File: src/design/bvr_pkg.sv
// Shared types and constants for the bitstream VLC reader.
// Used by bvr_bit_source, bvr_decoder and bitstream_vlc_reader_core.
package bvr_pkg;

    localparam int unsigned WIN_W   = 64;
    localparam int unsigned VAL_W   = 64;
    localparam int unsigned CNT_W   = 4;
    localparam int unsigned TOTAL_W = 32;

    // Request kinds carried in req_type
    typedef enum logic [2:0] {
        REQ_BIT    = 3'd0,
        REQ_UCODE  = 3'd1,
        REQ_SCODE  = 3'd2,
        REQ_BYTE   = 3'd3,
        REQ_WORD16 = 3'd4,
        REQ_WORD32 = 3'd5,
        REQ_WORD64 = 3'd6
    } req_kind_t;

    // Byte counts for the whole-byte reads
    localparam logic [CNT_W-1:0] BYTES_NONE = 4'd0;
    localparam logic [CNT_W-1:0] BYTES_B8   = 4'd1;
    localparam logic [CNT_W-1:0] BYTES_W16  = 4'd2;
    localparam logic [CNT_W-1:0] BYTES_W32  = 4'd4;
    localparam logic [CNT_W-1:0] BYTES_W64  = 4'd8;

    // Decoder to bit source control
    typedef struct packed {
        logic             load;
        logic [CNT_W-1:0] load_count;
        logic             take;
    } bs_ctrl_t;

    // Bit source status for the current take
    typedef struct packed {
        logic             bit_val;
        logic             over;
        logic [CNT_W-1:0] count;
    } bs_stat_t;

    // Finished result handed to the output stage
    typedef struct packed {
        logic             fin;
        logic [VAL_W-1:0] value;
        logic             err;
    } dec_result_t;

endpackage

File: src/design/bvr_bit_source.sv
// Bit source: persistent LSB-first bit buffer fed from a byte shift register.
// Depends on bvr_pkg for the control and status structs.
module bvr_bit_source
    import bvr_pkg::*;
(
    input  logic             clk,
    input  logic             rst_n,
    input  bs_ctrl_t         ctrl,
    input  logic [WIN_W-1:0] window,
    output bs_stat_t         stat
);

    logic [7:0]       buf_reg, buf_next;
    logic [2:0]       used_reg, used_next;
    logic [WIN_W-1:0] win_reg, win_next;
    logic [CNT_W-1:0] next_reg, next_next;
    logic             reload;
    logic             win_empty;
    logic [7:0]       src_byte;

    // Pick the byte the next bit comes from
    always_comb
    begin
        win_empty = next_reg[CNT_W-1];
        reload    = (used_reg == 3'd0);
        if (reload)
        begin
            src_byte = win_empty ? 8'd0 : win_reg[7:0];
        end
        else
        begin
            src_byte = buf_reg;
        end
        stat.bit_val = src_byte[0];
        stat.over    = reload & win_empty;
        stat.count   = next_reg;
    end

    // Advance buffer and window on a take, reload window on a new transaction
    always_comb
    begin
        buf_next  = buf_reg;
        used_next = used_reg;
        win_next  = win_reg;
        next_next = next_reg;
        if (ctrl.load)
        begin
            win_next  = window;
            next_next = ctrl.load_count;
        end
        else if (ctrl.take)
        begin
            buf_next  = {1'b0, src_byte[7:1]};
            used_next = used_reg + 3'd1;
            if (reload && !win_empty)
            begin
                win_next  = {8'd0, win_reg[WIN_W-1:8]};
                next_next = next_reg + 4'd1;
            end
        end
    end

    always_ff @(posedge clk or negedge rst_n)
    begin
        if (!rst_n)
        begin
            buf_reg  <= '0;
            used_reg <= '0;
            next_reg <= '0;
        end
        else
        begin
            buf_reg  <= buf_next;
            used_reg <= used_next;
            next_reg <= next_next;
        end
    end

    always_ff @(posedge clk)
    begin
        win_reg <= win_next;
    end

endmodule

File: src/design/bvr_decoder.sv
// Request sequencer: walks variable-length codes one bit per cycle.
// Depends on bvr_pkg; drives bvr_bit_source through bs_ctrl_t.
module bvr_decoder
    import bvr_pkg::*;
#(
    parameter int unsigned SIGNED_EXTRA_BITS = 6,
    parameter int unsigned MAX_UNSIGNED_BITS = 31
)
(
    input  logic             clk,
    input  logic             rst_n,
    input  logic             in_valid,
    output logic             in_ready,
    input  logic [2:0]       req_type,
    input  logic [WIN_W-1:0] stream_window,
    input  bs_stat_t         stat,
    output bs_ctrl_t         ctrl,
    input  logic             fin_free,
    output dec_result_t      result
);

    localparam int unsigned WW = $clog2(MAX_UNSIGNED_BITS + 1);
    localparam int unsigned IW = $clog2(SIGNED_EXTRA_BITS + 1);
    localparam logic [WW-1:0] MAX_WIDTH = WW'(MAX_UNSIGNED_BITS);
    localparam logic [IW-1:0] MAX_EXTRA = IW'(SIGNED_EXTRA_BITS);

    typedef enum logic [9:0] {
        ST_IDLE    = 10'b0000000001,
        ST_BIT     = 10'b0000000010,
        ST_U_FIRST = 10'b0000000100,
        ST_U_VAL   = 10'b0000001000,
        ST_U_CONT  = 10'b0000010000,
        ST_S_FIRST = 10'b0000100000,
        ST_S_SIGN  = 10'b0001000000,
        ST_S_CONT  = 10'b0010000000,
        ST_S_VAL   = 10'b0100000000,
        ST_FIN     = 10'b1000000000
    } dec_state_t;

    dec_state_t       state_reg, state_next;
    logic [VAL_W-1:0] t_reg, t_next;
    logic [WW-1:0]    width_reg, width_next;
    logic [IW-1:0]    idx_reg, idx_next;
    logic             neg_reg, neg_next;
    logic             zero_reg, zero_next;
    logic             dec_reg, dec_next;
    logic             err_reg, err_next;
    logic [VAL_W-1:0] t_shift;

    assign in_ready = (state_reg == ST_IDLE);
    assign t_shift  = {t_reg[VAL_W-2:0], stat.bit_val};

    // Sequence one bit per cycle through the code being read
    always_comb
    begin
        state_next      = state_reg;
        t_next          = t_reg;
        width_next      = width_reg;
        idx_next        = idx_reg;
        neg_next        = neg_reg;
        zero_next       = zero_reg;
        dec_next        = dec_reg;
        err_next        = err_reg;
        ctrl.load       = 1'b0;
        ctrl.load_count = BYTES_NONE;
        ctrl.take       = 1'b0;
        case (state_reg)
            ST_IDLE:
            begin
                if (in_valid)
                begin
                    ctrl.load  = 1'b1;
                    t_next     = VAL_W'(1);
                    width_next = WW'(1);
                    idx_next   = '0;
                    neg_next   = 1'b0;
                    zero_next  = 1'b0;
                    dec_next   = 1'b0;
                    err_next   = 1'b0;
                    case (req_type)
                        REQ_BIT:    state_next = ST_BIT;
                        REQ_UCODE:  state_next = ST_U_FIRST;
                        REQ_SCODE:  state_next = ST_S_FIRST;
                        REQ_BYTE:
                        begin
                            t_next          = {56'd0, stream_window[7:0]};
                            ctrl.load_count = BYTES_B8;
                            state_next      = ST_FIN;
                        end
                        REQ_WORD16:
                        begin
                            t_next          = {48'd0, stream_window[15:0]};
                            ctrl.load_count = BYTES_W16;
                            state_next      = ST_FIN;
                        end
                        REQ_WORD32:
                        begin
                            t_next          = {32'd0, stream_window[31:0]};
                            ctrl.load_count = BYTES_W32;
                            state_next      = ST_FIN;
                        end
                        REQ_WORD64:
                        begin
                            t_next          = stream_window;
                            ctrl.load_count = BYTES_W64;
                            state_next      = ST_FIN;
                        end
                        default:
                        begin
                            zero_next  = 1'b1;
                            state_next = ST_FIN;
                        end
                    endcase
                end
            end
            ST_BIT:
            begin
                ctrl.take  = 1'b1;
                t_next     = {{(VAL_W-1){1'b0}}, stat.bit_val};
                state_next = ST_FIN;
            end
            ST_U_FIRST:
            begin
                ctrl.take = 1'b1;
                if (!stat.bit_val)
                begin
                    zero_next  = 1'b1;
                    state_next = ST_FIN;
                end
                else if (stat.over)
                begin
                    zero_next  = 1'b1;
                    err_next   = 1'b1;
                    state_next = ST_FIN;
                end
                else
                begin
                    state_next = ST_U_VAL;
                end
            end
            ST_U_VAL:
            begin
                // Drop the code once it would grow past the width limit
                if (width_reg >= MAX_WIDTH)
                begin
                    zero_next  = 1'b1;
                    err_next   = 1'b1;
                    state_next = ST_FIN;
                end
                else
                begin
                    ctrl.take = 1'b1;
                    if (stat.over)
                    begin
                        zero_next  = 1'b1;
                        err_next   = 1'b1;
                        state_next = ST_FIN;
                    end
                    else
                    begin
                        t_next     = t_shift;
                        width_next = width_reg + WW'(1);
                        state_next = ST_U_CONT;
                    end
                end
            end
            ST_U_CONT:
            begin
                ctrl.take = 1'b1;
                if (stat.over)
                begin
                    zero_next  = 1'b1;
                    err_next   = 1'b1;
                    state_next = ST_FIN;
                end
                else if (!stat.bit_val)
                begin
                    dec_next   = 1'b1;
                    state_next = ST_FIN;
                end
                else
                begin
                    state_next = ST_U_VAL;
                end
            end
            ST_S_FIRST:
            begin
                ctrl.take = 1'b1;
                if (!stat.bit_val)
                begin
                    zero_next  = 1'b1;
                    state_next = ST_FIN;
                end
                else
                begin
                    state_next = ST_S_SIGN;
                end
            end
            ST_S_SIGN:
            begin
                ctrl.take  = 1'b1;
                neg_next   = stat.bit_val;
                state_next = ST_S_CONT;
            end
            ST_S_CONT:
            begin
                if (idx_reg == MAX_EXTRA)
                begin
                    state_next = ST_FIN;
                end
                else
                begin
                    ctrl.take = 1'b1;
                    if (!stat.bit_val)
                    begin
                        state_next = ST_FIN;
                    end
                    else
                    begin
                        state_next = ST_S_VAL;
                    end
                end
            end
            ST_S_VAL:
            begin
                ctrl.take  = 1'b1;
                t_next     = t_shift;
                idx_next   = idx_reg + IW'(1);
                state_next = ST_S_CONT;
            end
            ST_FIN:
            begin
                // Hold until the output register can take the transaction
                if (fin_free)
                begin
                    state_next = ST_IDLE;
                end
            end
            default:
            begin
                state_next = ST_IDLE;
            end
        endcase
    end

    // Form the final value from the collected bits
    always_comb
    begin
        result.fin = (state_reg == ST_FIN);
        result.err = err_reg;
        if (zero_reg)
        begin
            result.value = '0;
        end
        else if (dec_reg)
        begin
            result.value = t_reg - VAL_W'(1);
        end
        else if (neg_reg)
        begin
            result.value = '0 - t_reg;
        end
        else
        begin
            result.value = t_reg;
        end
    end

    always_ff @(posedge clk or negedge rst_n)
    begin
        if (!rst_n)
        begin
            state_reg <= ST_IDLE;
            width_reg <= '0;
            idx_reg   <= '0;
            neg_reg   <= 1'b0;
            zero_reg  <= 1'b0;
            dec_reg   <= 1'b0;
            err_reg   <= 1'b0;
        end
        else
        begin
            state_reg <= state_next;
            width_reg <= width_next;
            idx_reg   <= idx_next;
            neg_reg   <= neg_next;
            zero_reg  <= zero_next;
            dec_reg   <= dec_next;
            err_reg   <= err_next;
        end
    end

    always_ff @(posedge clk)
    begin
        t_reg <= t_next;
    end

endmodule

File: src/design/bitstream_vlc_reader_core.sv
// Bitstream VLC reader, top level. Bits are consumed one per cycle.
// One request is worked at a time; the next is accepted the cycle after the result enters
// the output register.
// Reset clears the bit buffer, its bit count, the byte total and all handshake state.
module bitstream_vlc_reader_core
    import bvr_pkg::*;
#(
    parameter int unsigned SIGNED_EXTRA_BITS = 6,
    parameter int unsigned MAX_UNSIGNED_BITS = 31
)
(
    input  logic               clk,
    input  logic               rst_n,
    input  logic               in_valid,
    output logic               in_ready,
    input  logic [2:0]         req_type,
    input  logic [WIN_W-1:0]   stream_window,
    output logic               out_valid,
    input  logic               out_ready,
    output logic [VAL_W-1:0]   value,
    output logic [CNT_W-1:0]   bytes_consumed,
    output logic [TOTAL_W-1:0] total_bytes,
    output logic               code_error
);

    bs_ctrl_t    ctrl;
    bs_stat_t    stat;
    dec_result_t result;
    logic        fin_free;
    logic        out_load;

    logic               out_valid_reg, out_valid_next;
    logic [VAL_W-1:0]   value_reg;
    logic [CNT_W-1:0]   bytes_reg;
    logic [TOTAL_W-1:0] total_reg, total_next;
    logic               error_reg;

    bvr_bit_source u_bit_source (
        .clk    (clk),
        .rst_n  (rst_n),
        .ctrl   (ctrl),
        .window (stream_window),
        .stat   (stat)
    );

    bvr_decoder #(
        .SIGNED_EXTRA_BITS (SIGNED_EXTRA_BITS),
        .MAX_UNSIGNED_BITS (MAX_UNSIGNED_BITS)
    ) u_decoder (
        .clk           (clk),
        .rst_n         (rst_n),
        .in_valid      (in_valid),
        .in_ready      (in_ready),
        .req_type      (req_type),
        .stream_window (stream_window),
        .stat          (stat),
        .ctrl          (ctrl),
        .fin_free      (fin_free),
        .result        (result)
    );

    // Move a finished transaction into the output register when it is free
    always_comb
    begin
        fin_free       = !out_valid_reg || out_ready;
        out_load       = result.fin && fin_free;
        total_next     = total_reg + TOTAL_W'(stat.count);
        out_valid_next = out_valid_reg;
        if (out_load)
        begin
            out_valid_next = 1'b1;
        end
        else if (out_ready)
        begin
            out_valid_next = 1'b0;
        end
    end

    always_ff @(posedge clk or negedge rst_n)
    begin
        if (!rst_n)
        begin
            out_valid_reg <= 1'b0;
            total_reg     <= '0;
        end
        else
        begin
            out_valid_reg <= out_valid_next;
            if (out_load)
            begin
                total_reg <= total_next;
            end
        end
    end

    always_ff @(posedge clk)
    begin
        if (out_load)
        begin
            value_reg <= result.value;
            bytes_reg <= stat.count;
            error_reg <= result.err;
        end
    end

    assign out_valid      = out_valid_reg;
    assign value          = value_reg;
    assign bytes_consumed = bytes_reg;
    assign total_bytes    = total_reg;
    assign code_error     = error_reg;

endmodule

File: config.mk
export PLATFORM = sky130hd
export DESIGN_NAME = bitstream_vlc_reader_core
export DESIGN_NICKNAME = d
export VERILOG_FILES = /design/src/design/bvr_pkg.sv /design/src/design/bvr_bit_source.sv /design/src/design/bvr_decoder.sv /design/src/design/bitstream_vlc_reader_core.sv
export SDC_FILE = /design/constraint.sdc
export NUM_CORES = 1
export LEC_CHECK = 0
export BUFFER_PORTS_ARGS = -buffer_cell sky130_fd_sc_hd__buf_4
export CAP_MARGIN = 10
export CORE_MARGIN = 10
export CORE_UTILIZATION = 35
export CTS_CLUSTER_DIAMETER = 150
export DETAILED_ROUTE_END_ITERATION = 12
export PLACE_DENSITY_LB_ADDON = 0.1
export SLEW_MARGIN = 20
export SYNTH_ARGS = -nofsm -noshare
export SYNTH_HDL_FRONTEND = slang
export SYNTH_SLANG_ARGS = --single-unit
File: constraint.sdc
create_clock -name clk -period 5 [get_ports clk]
set_clock_uncertainty 0.05 [all_clocks]
set_input_delay 0.5 -clock clk [delete_from_list [all_inputs] [get_ports clk]]
set_output_delay 0.5 -clock clk [all_outputs]
set_load 0.03 [all_outputs]
==> impl_metrics.ini, run 1 <==
[outcome]
run_status = complete, no violations

[worst_setup_path]
path_cells = nor4_2 > nand3_1 > o2bb2ai_1 > o21ai_0 > nand2_2 > buf_4
crit_path_start_kind = flop
crit_family = simple AND/OR/NAND/NOR gates
cp_num_buf_inv = 1
crit_arrival_ns = 3.53
critPathMaxStageDelay_ns = 0.53
slowest_stage = o2bb2ai_1
critPathLaunch = u_decoder.state_reg[5]
cp.required_ns = 5.16
rr_startpoint = u_decoder.state_reg[5]
critPathCaptureType = flop
path_class = flop to flop
crit_path_max_fanout = 33

[die]
core_area_mm2 = 0.03865
fp.dieArea_mm2 = 0.04746
initial_core_util = 0.3545
die_w_um = 217.9
die_h_um = 217.9
core.rowCount = 72
pin_count = 174

[sta]
min_period_ns = 3.366
tns_ns = 0
tightest_slew_ns = 1.007
relSlewSlack = 0.3288
slew_violations = 0
timing.final.crit_share = 0.6732
setup_viol = 0
fmax_mhz = 297.1
finalHoldViolations = 0
rsz0062_at_grt = false

[grt]
grt_pass1_vias = 10536
grt_max_degree = 70
grt_usage = 0.1767
grt.overflow.total = 0
grt_pass1_wl_mm = 65.69
antenna_found_initial = 0

[logic_synthesis]
synth_flop_cell = edfxtp_1
yosys_warnings = 0
synth_nets = 1379
synthArstFlopShare = 0.2594
synth.cell_area_mm2 = 0.01370
ys_types = 65
avgSynthCellArea_um2 = 10.59
seq_area_frac_synth = 0.5579
synth_edf_count = 197
synthCells = 1294
ys_ff_latch = 266

[finish]
finalNetCount = 1526
drive_gt1_frac = 0.1793
areaGrowthSynthToFinish_pct = 19.76
final_area_mm2 = 0.01641
nFillCells = 3720
mostFrequentLayoutCells = 237 x nand2_1, 197 x edfxtp_1, 186 x buf_4
num_antenna_cells = 0
multi_input_area_mm2 = 0.005723
regArea_mm2 = 0.007645
layout_commonest_cell = nand2_1

[route]
drtPass1Iterations = 5
totalWireLength_mm = 43.09
drt.antenna.violating_nets = 0
drt_iter0_drc = 830
wire_per_inst_um = 21.77
drc = 0
num_vias = 10712
viasPerCell = 5.413

[clocking]
clockBufferDepth = 3
cts_made_buffers = 31
cts_resized = 0
clkSinkCount = 266
clk_latency_ns = 0.56
h-tree-depth = 1
cts_hold_buf = 0
cts_tree = built
root_buffer = clkbuf_16
post_cts_buffers = 0
path_clk_slew_ns = 0.06

[flow_run]
drv_cap = 0

[place]
gp_congestion = 0.8573
dp_hpwl_mm = 31.41
place_area_mm2 = 0.01550
port-buffer-count = 173

[power_and_ir_drop]
p_leak_uw = 0.006413
irDropWorstVdd_mv = 0.2321
p_per_area_mw_per_mm2 = 488.6

[worst_hold_path]
hp-class = primary input to asynchronous set/reset pin
per-stage QoR:
stage,cells,hold slack (ns),setup slack (ns),utilization,total power (µW)
after floorplan,1294,0.1544,0.9794,-,5102
after global placement,1926,0.3900,1.651,0.4011,6000
after detailed placement,1926,0.4026,1.608,0.4012,6016
after CTS,1979,0.05623,1.594,0.4245,8115
after global routing,1979,0.09925,1.265,0.4246,8501
final,1979,0.01955,1.634,0.4246,8017
layout make-up:
cell class,instances,area share
Sequential cell,266,0.4659
Multi-Input combinational cell,935,0.3488
Timing Repair Buffer,187,0.08632
Inverter,20,0.004575
Clock inverter,9,0.002821
Tap cell,518,0.03950
Clock buffer,44,0.05208
cell families (layout without fill, tap and decap cells):
group,after synthesis,count (layout),share of synthesized area
fa+ha+maj,14,14,0.01333
buf+inv,93,260,0.02667
xor+xnor,83,83,0.05306
flops,266,266,0.5579
compound gates,209,209,0.1075
simple gates,601,601,0.2207
mux,28,28,0.02082
metal layers:
layer,up-vias,share of wire,global-route usage
met5,-,0,0
met4,0,0.021,0.04929
li1,5076,-,-
met1,5243,0.46,0.2468
met2,334,0.45,0.2733
met3,59,0.066,0.03440
power by group:
| group | total (µW) | leakage, µW | internal (µW) | switching (µW) |
|---|---|---|---|---|
| Combinational | 2240 | 0.00319 | 756 | 1480 |
| Clock | 2070 | 0.000444 | 1170 | 896 |
| Sequential | 3710 | 0.00278 | 3190 | 522 |
| Total | 8020 | 0.00641 | 5120 | 2900 |
synthesized netlist by cell type (all sizes together), types with 9 or more instances:
| library cell | instances | share of area |
|---|---|---|
| nand2b | 9 | 0.0041 |
| or3 | 13 | 0.0063 |
| and4 | 12 | 0.0077 |
| nor3 | 60 | 0.022 |
| a22o | 65 | 0.042 |
| nand4 | 16 | 0.0078 |
| a21oi | 20 | 0.0073 |
| dfrtp | 68 | 0.12 |
| nor3b | 19 | 0.010 |
| ha | 13 | 0.012 |
| nor2 | 84 | 0.023 |
| a31oi | 14 | 0.0064 |
| inv | 20 | 0.0055 |
| o21ai | 53 | 0.019 |
| or4 | 12 | 0.0072 |
| clkbuf | 60 | 0.016 |
| nand3 | 33 | 0.012 |
| edfxtp | 197 | 0.43 |
| mux2i | 24 | 0.018 |
| buf | 13 | 0.0047 |
| xnor2 | 62 | 0.040 |
| nand2 | 240 | 0.066 |
| nor4 | 39 | 0.020 |
| and3 | 20 | 0.0091 |
| nor2b | 9 | 0.0041 |
| xor2 | 21 | 0.013 |
worst paths after layout:
path | slack [ns] | to | depth (start not counted)
max | 1.63 | u_bit_source.win_reg[54] | 6
min | 0.02 | u_decoder.width_reg[1] | 1
max reg2reg | 1.63 | u_bit_source.win_reg[54] | 6
min reg2reg | 0.41 | code_error | 0
max in group asynchronous | 4.25 | u_decoder.zero_reg | 1
min in group clk | 0.14 | u_decoder.state_reg[1] | 2
Power figures use the tool's default switching activity.
==> run 2: changes to the inputs <==
--- a/config.mk
+++ b/config.mk
@@ -5,6 +5,7 @@
 export SDC_FILE = /design/constraint.sdc
 export NUM_CORES = 1
 export LEC_CHECK = 0
+export ABC_AREA = 1
 export BUFFER_PORTS_ARGS = -buffer_cell sky130_fd_sc_hd__buf_4
 export CAP_MARGIN = 10
 export CORE_MARGIN = 10
==> constraint.sdc (replaced) <==
create_clock -name clk -period 2.81 [get_ports clk]
set_clock_uncertainty 0.05 [all_clocks]
set_input_delay 0.281 -clock clk [delete_from_list [all_inputs] [get_ports clk]]
set_output_delay 0.281 -clock clk [all_outputs]
set_load 0.03 [all_outputs]
==> run 2 against run 1 <==
Effect of this change: final cell count is 35% higher; via count is 28% higher; maximum frequency is 27% higher; critical path depth is 2 higher; combinational power grew to 2.7 times the previous value; utilization is 1.8 points higher; clock power is 90% higher; sequential share of layout area is 5.6 points lower; global-route usage is 1.9 points higher; worst setup slack worse by 1.5 ns; largest cell class unchanged; highest routed layer unchanged.
==> impl_metrics.ini, run 2 <==
[route]
routed.top_layer = met4
drt.antenna.violating_nets = 0
dr_wl_met2_mm = 21.62
viasPerCell = 5.130
wl_met3_mm = 3.435
num_vias = 13687
wire_per_inst_um = 19.31
totalWireLength_mm = 51.53
drtPass1Iterations = 5
drt_iter0_drc = 1270
wl_met1_mm = 25.14
drc = 0

[worst_setup_path]
crit_path_start_kind = flop
crit_family = simple AND/OR/NAND/NOR gates
cp_num_buf_inv = 0
rr_startpoint = u_decoder.state_reg[0]
crit_path_max_fanout = 25
critPathMaxStageDelay_ns = 0.92
critPathLaunch = u_decoder.state_reg[0]
critPathCaptureType = flop
worst_path_most_repeated_cell = nor2_2
path_cells = nor2_2 > nand2_2 > nor2_8 > nand3_2 > nand2_4 > nor2_2 > nand3_1 > o21ai_2
crit_arrival_ns = 3.00
slowest_stage = nor2_2
path_class = flop to flop
cp.required_ns = 3.15

[logic_synthesis]
synth_edf_count = 197
synthTopCellsByArea = edfxtp_1 39%, nand2_1 14%, dfrtp_1 11%
synth_nets = 1952
synth_commonest_cells = 559 x nand2_1, 261 x nor2_1, 197 x edfxtp_1
yosysTopAreaCellShare = 0.3937
ys_ff_latch = 266
synth.cell_area_mm2 = 0.01502
synthArstFlopShare = 0.2594
synth_flop_cell = edfxtp_1
avgSynthCellArea_um2 = 8.047
synth_top_area_cell = edfxtp_1
synth_most_common_cell = nand2_1
yosys_warnings = 0
synthCells = 1867
ys_types = 50
seq_area_frac_synth = 0.5087

[sta]
rsz0062_at_grt = false
finalHoldViolations = 0
timing.final.crit_share = 0.9437
setup_ws_ns = 0.1583
min_period_ns = 2.652
slew_violations = 0
relSlewSlack = 0.2260
holdWs_ns = 0.04005
fmax_mhz = 377.1
tightest_slew_ns = 1.160
setup_viol = 0

[die]
core_area_mm2 = 0.04223
core.rowCount = 75
pin_count = 174
fp.dieArea_mm2 = 0.05162
die_w_um = 227.2
die_h_um = 227.2
initial_core_util = 0.3558

[outcome]
run_status = complete, no violations

[grt]
grt_usage = 0.1953
grt_max_degree = 70
antenna_found_initial = 0
grt_pass1_wl_mm = 77.37
grt.overflow.total = 0
grt_pass1_vias = 12984

[finish]
drive_gt1_frac = 0.1555
mostFrequentLayoutCells = 556 x nand2_1, 259 x nor2_1, 197 x edfxtp_1
layout_commonest_cell = nand2_1
finalNetCount = 2191
num_antenna_cells = 0
areaGrowthSynthToFinish_pct = 24.26

[power_and_ir_drop]
p_per_area_mw_per_mm2 = 910.2
swShare = 0.4087
combPwrFrac = 0.354
irDropWorstVdd_mv = 0.3817
intPower_uw = 10050
pwr-share-clk = 0.231
p_seq_frac = 0.415
p_sw_uw = 6946
power_uw = 16990
p_leak_uw = 0.008143

[clocking]
clkSinkCount = 266
root_buffer = clkbuf_16
cts_resized = 0
clk_latency_ns = 0.54
cts_made_buffers = 34
h-tree-depth = 2
post_cts_buffers = 0
cts_tree = built
clockBufferDepth = 3
path_clk_slew_ns = 0.06

[place]
post-place-ws_ns = 0.2354
port-buffer-count = 173
gp_congestion = 0.8983
dp_hpwl_mm = 39.47

[worst_hold_path]
worstHoldStart = stream_window[58]
hp-class = primary input to flop

[flow_run]
drv_cap = 0
-- run 2: area by class of cell --
cell class | count | area, µm²
sequential | 266 | 7645
fill | 4253 | 23560
tap | 539 | 674.4
multi-input combinational | 1379 | 6569
timing repair buffer | 257 | 2157
inverter | 168 | 639.4
clock buffer | 41 | 877.1
clock inverter | 18 | 107.6
-- run 2: routing by layer --
| metal | global-route usage | vias to the layer above |
|---|---|---|
| met5 | 0 | - |
| met3 | 0.03011 | 70 |
| met1 | 0.2955 | 6476 |
| met4 | 0.06169 | 0 |
| li1 | - | 6697 |
| met2 | 0.2775 | 444 |
-- run 2: timing repair --
item                                    CTS  global route
hold buffers                             56             0
endpoints found under the setup margin    0             2
endpoints found under the hold margin   127             0
-- run 2: stage by stage --
| stage | instance area [µm²] | util | setup TNS, ns | instances |
|---|---|---|---|---|
| final | 18670 | 0.4421 | 0 | 2668 |
| after global routing | 18670 | 0.4421 | 0 | 2668 |
| after CTS | 18660 | 0.4420 | 0 | 2667 |
| after detailed placement | 17120 | 0.4054 | 0 | 2552 |
| after global placement | 17120 | 0.4054 | 0 | 2552 |
| after floorplan | 15080 | - | -7.513 | 1867 |
-- run 2: worst reg2reg max path, delay by kind of cell (launching register included) --
kind / cells / cell delay [ns]
and+or+nand+nor: 7 / 1.80
DFF: 1 / 0.56
AOI/OAI and AO/OA: 1 / 0.11
-- run 2: path summary, 6_finish.rpt --
| kind | end | cells past startpoint | slack, ns |
|---|---|---|---|
| max | u_decoder.t_reg[29] | 8 | 0.16 |
| min | u_decoder.t_reg[58] | 3 | 0.04 |
| min reg2reg | u_bit_source.used_reg[2] | 2 | 0.43 |
| max in group asynchronous | u_decoder.state_reg[9] | 2 | 1.67 |
| min in group asynchronous | u_decoder.width_reg[0] | 2 | 0.38 |
| max reg2reg | u_decoder.t_reg[29] | 8 | 0.16 |
-- run 2: power groups by stage --
| stage | Combinational (µW) | Clock (µW) | Sequential, µW |
|---|---|---|---|
| final | 6020 | 3930 | 7050 |
| after global routing | 6710 | 4190 | 7160 |
| after CTS | 6040 | 4050 | 7020 |
| after detailed placement | 5950 | 0 | 7090 |
| after global placement | 5970 | 0 | 7070 |
| after floorplan | 3360 | 0 | 7130 |
-- run 2: cells by family (layout without fill, tap and decap cells) --
group	Yosys count	in the layout	synth area share
xor+xnor	30	30	0.01799
compound gates	253	253	0.09594
flops	266	266	0.5087
buf+inv	223	484	0.05929
fa+ha+maj	14	14	0.01216
simple gates	1081	1082	0.3059
==> run 3: changes to the inputs <==
--- a/config.mk
+++ b/config.mk
@@ -8,11 +8,12 @@
 export ABC_AREA = 1
 export BUFFER_PORTS_ARGS = -buffer_cell sky130_fd_sc_hd__buf_4
 export CAP_MARGIN = 10
-export CORE_MARGIN = 10
+export CORE_MARGIN = 5
 export CORE_UTILIZATION = 35
 export CTS_CLUSTER_DIAMETER = 150
 export DETAILED_ROUTE_END_ITERATION = 12
 export PLACE_DENSITY_LB_ADDON = 0.1
+export RECOVER_POWER = 50
 export SLEW_MARGIN = 20
 export SYNTH_ARGS = -nofsm -noshare
 export SYNTH_HDL_FRONTEND = slang
==> run 3 against run 2 <==
Effect of this change: the flow now finishes with violations (capacitance limit, slew limit); worst setup slack better by 0.025 ns; first-iteration DRC count is 0.31% lower; clock-buffer cell count shrank 1; sequential share of layout area is 0.74 points higher; maximum frequency rose by 0.97%; global-route usage rose by 1.6 points; critical path type unchanged; largest power group unchanged; highest routed layer unchanged.
==> impl_metrics.ini, run 3 (synthesized netlist as in run 2, its figures left out) <==
[worst_setup_path]
critPathCaptureType = flop
crit_path_max_fanout = 5
crit_path_start_kind = flop
path_class = flop to flop
crit_arrival_ns = 2.86
cp.required_ns = 3.04

[clocking]
clockBufferDepth = 3
clk_latency_ns = 0.54
cts_made_buffers = 34
path_clk_slew_ns = 0.05
h-tree-depth = 2
clkSinkCount = 266
post_cts_buffers = 0
cts_tree = built
root_buffer = clkbuf_16

[grt]
grt_pass1_vias = 12929
grt.overflow.total = 0
grt_max_degree = 70
grt_pass1_wl_mm = 77.63
grt_usage = 0.2118
antenna_found_initial = 0

[sta]
slew_violations = 70
rsz0062_at_grt = false
relSlewSlack = -0.2871
holdWs_ns = 0.02051
timing.final.crit_share = 0.9346
min_period_ns = 2.626
setup_ws_ns = 0.1836
finalHoldViolations = 0
fmax_mhz = 380.8
tightest_slew_ns = 1.931
setup_viol = 0

[route]
drt.antenna.violating_nets = 0
num_vias = 13480
totalWireLength_mm = 50.89
drc = 0
drt_iter0_drc = 1266
viasPerCell = 5.037
wire_per_inst_um = 19.02
drtPass1Iterations = 5

[worst_hold_path]
hp-class = primary input to flop

[finish]
num_antenna_cells = 0
nFillCells = 4400
mostFrequentLayoutCells = 557 x nand2_1, 265 x nor2_1, 197 x edfxtp_1
layout_commonest_cell = nand2_1
finalNetCount = 2191
final_area_mm2 = 0.01834
drive_gt1_frac = 0.1009
areaGrowthSynthToFinish_pct = 22.04

[power_and_ir_drop]
p_per_area_mw_per_mm2 = 939.5
irDropWorstVdd_mv = 0.6151
p_leak_uw = 0.007782

[outcome]
violations = capacitance limit, slew limit
run_status = finished with violations

[die]
fp.dieArea_mm2 = 0.04717
die_w_um = 217.2
core_area_mm2 = 0.04279
die_h_um = 217.2
initial_core_util = 0.3511
pin_count = 174
core.rowCount = 76

[flow_run]
drv_cap = 1

[place]
post-place-ws_ns = 0.2425
port-buffer-count = 173
place_area_mm2 = 0.01710
dp_hpwl_mm = 38.43
gp_congestion = 0.9106
-- run 3: cell types whose count changed in the layout (fill, tap and decap cells not counted), moves of 2 or more --
cell       previous run  this run
bufinv_16             0         5
clkinv_2              6         3
nor2_2               15        10
clkbuf_1              7       115
nor2_4                8         6
buf_12                7         5
buf_4               194        83
clkbuf_2              0         4
nor2_1              259       265
-- run 3: power by group --
group / total, µW / internal, µW / leakage (µW) / switching (µW)
registers: 7050 / 5980 / 0.00280 / 1070
clock network: 4480 / 2700 / 0.000543 / 1780
logic: 5700 / 1550 / 0.00444 / 4150
-- run 3: path summary, 6_finish.rpt --
check	from	end	slack, ns	depth (start not counted)
worst max-delay path	u_decoder.t_reg[4]	value[17]	0.18	9
worst min register to register	u_decoder.err_reg	code_error	0.42	0
worst min-delay path	stream_window[39]	u_bit_source.win_reg[39]	0.02	3
min in group asynchronous	rst_n	u_decoder.width_reg[4]	0.75	2
worst max register to register	u_decoder.t_reg[4]	value[17]	0.18	9
max in group asynchronous	rst_n	total_bytes[3]	0.78	2
-- run 3: what timing repair did --
| action | in CTS | in global routing |
|---|---|---|
| endpoints found under the hold margin | 135 | 0 |
| hold buffers | 57 | 0 |
| gates resized for setup | 0 | 0 |
-- run 3: metal layers --
layer,vias to the layer above,part of all wire,global-route usage
li1,6686,-,-
met5,-,0,0
met2,404,0.41,0.3040
met4,0,0.022,0.05561
met3,54,0.065,0.03325
met1,6336,0.50,0.3315
-- run 3: area by class of cell --
type,instances,area [µm²],area share
sequential,266,7644,0.4169
multi-input combinational,1378,6529,0.3561
timing repair buffer,258,1723,0.09397
clock buffer,40,873.3,0.04763
tap,546,683.2,0.03726
inverter,168,636.9,0.03473
clock inverter,20,246.5,0.01344
-- run 3: per-stage QoR --
stage,total power [µW],utilization,setup TNS [ns],cells
detailed placement,12960,0.3996,0,2559
finish,17230,0.4285,0,2676
floorplan,10480,-,-7.513,1867
global route,18260,0.4285,0,2676
CTS,17560,0.4392,0,2676
global placement,12940,0.3996,0,2559
-- run 3: critical path: stages (launching register included) --
cell and delay (ns):
edfxtp_1 0.52, nor2_1 0.23, inv_1 0.06, nor2_1 0.28
nand2_1 0.23, nor2_1 0.32, nand2_1 0.08, o21ai_0 0.11
o21ai_0 0.11, a21oi_1 0.39
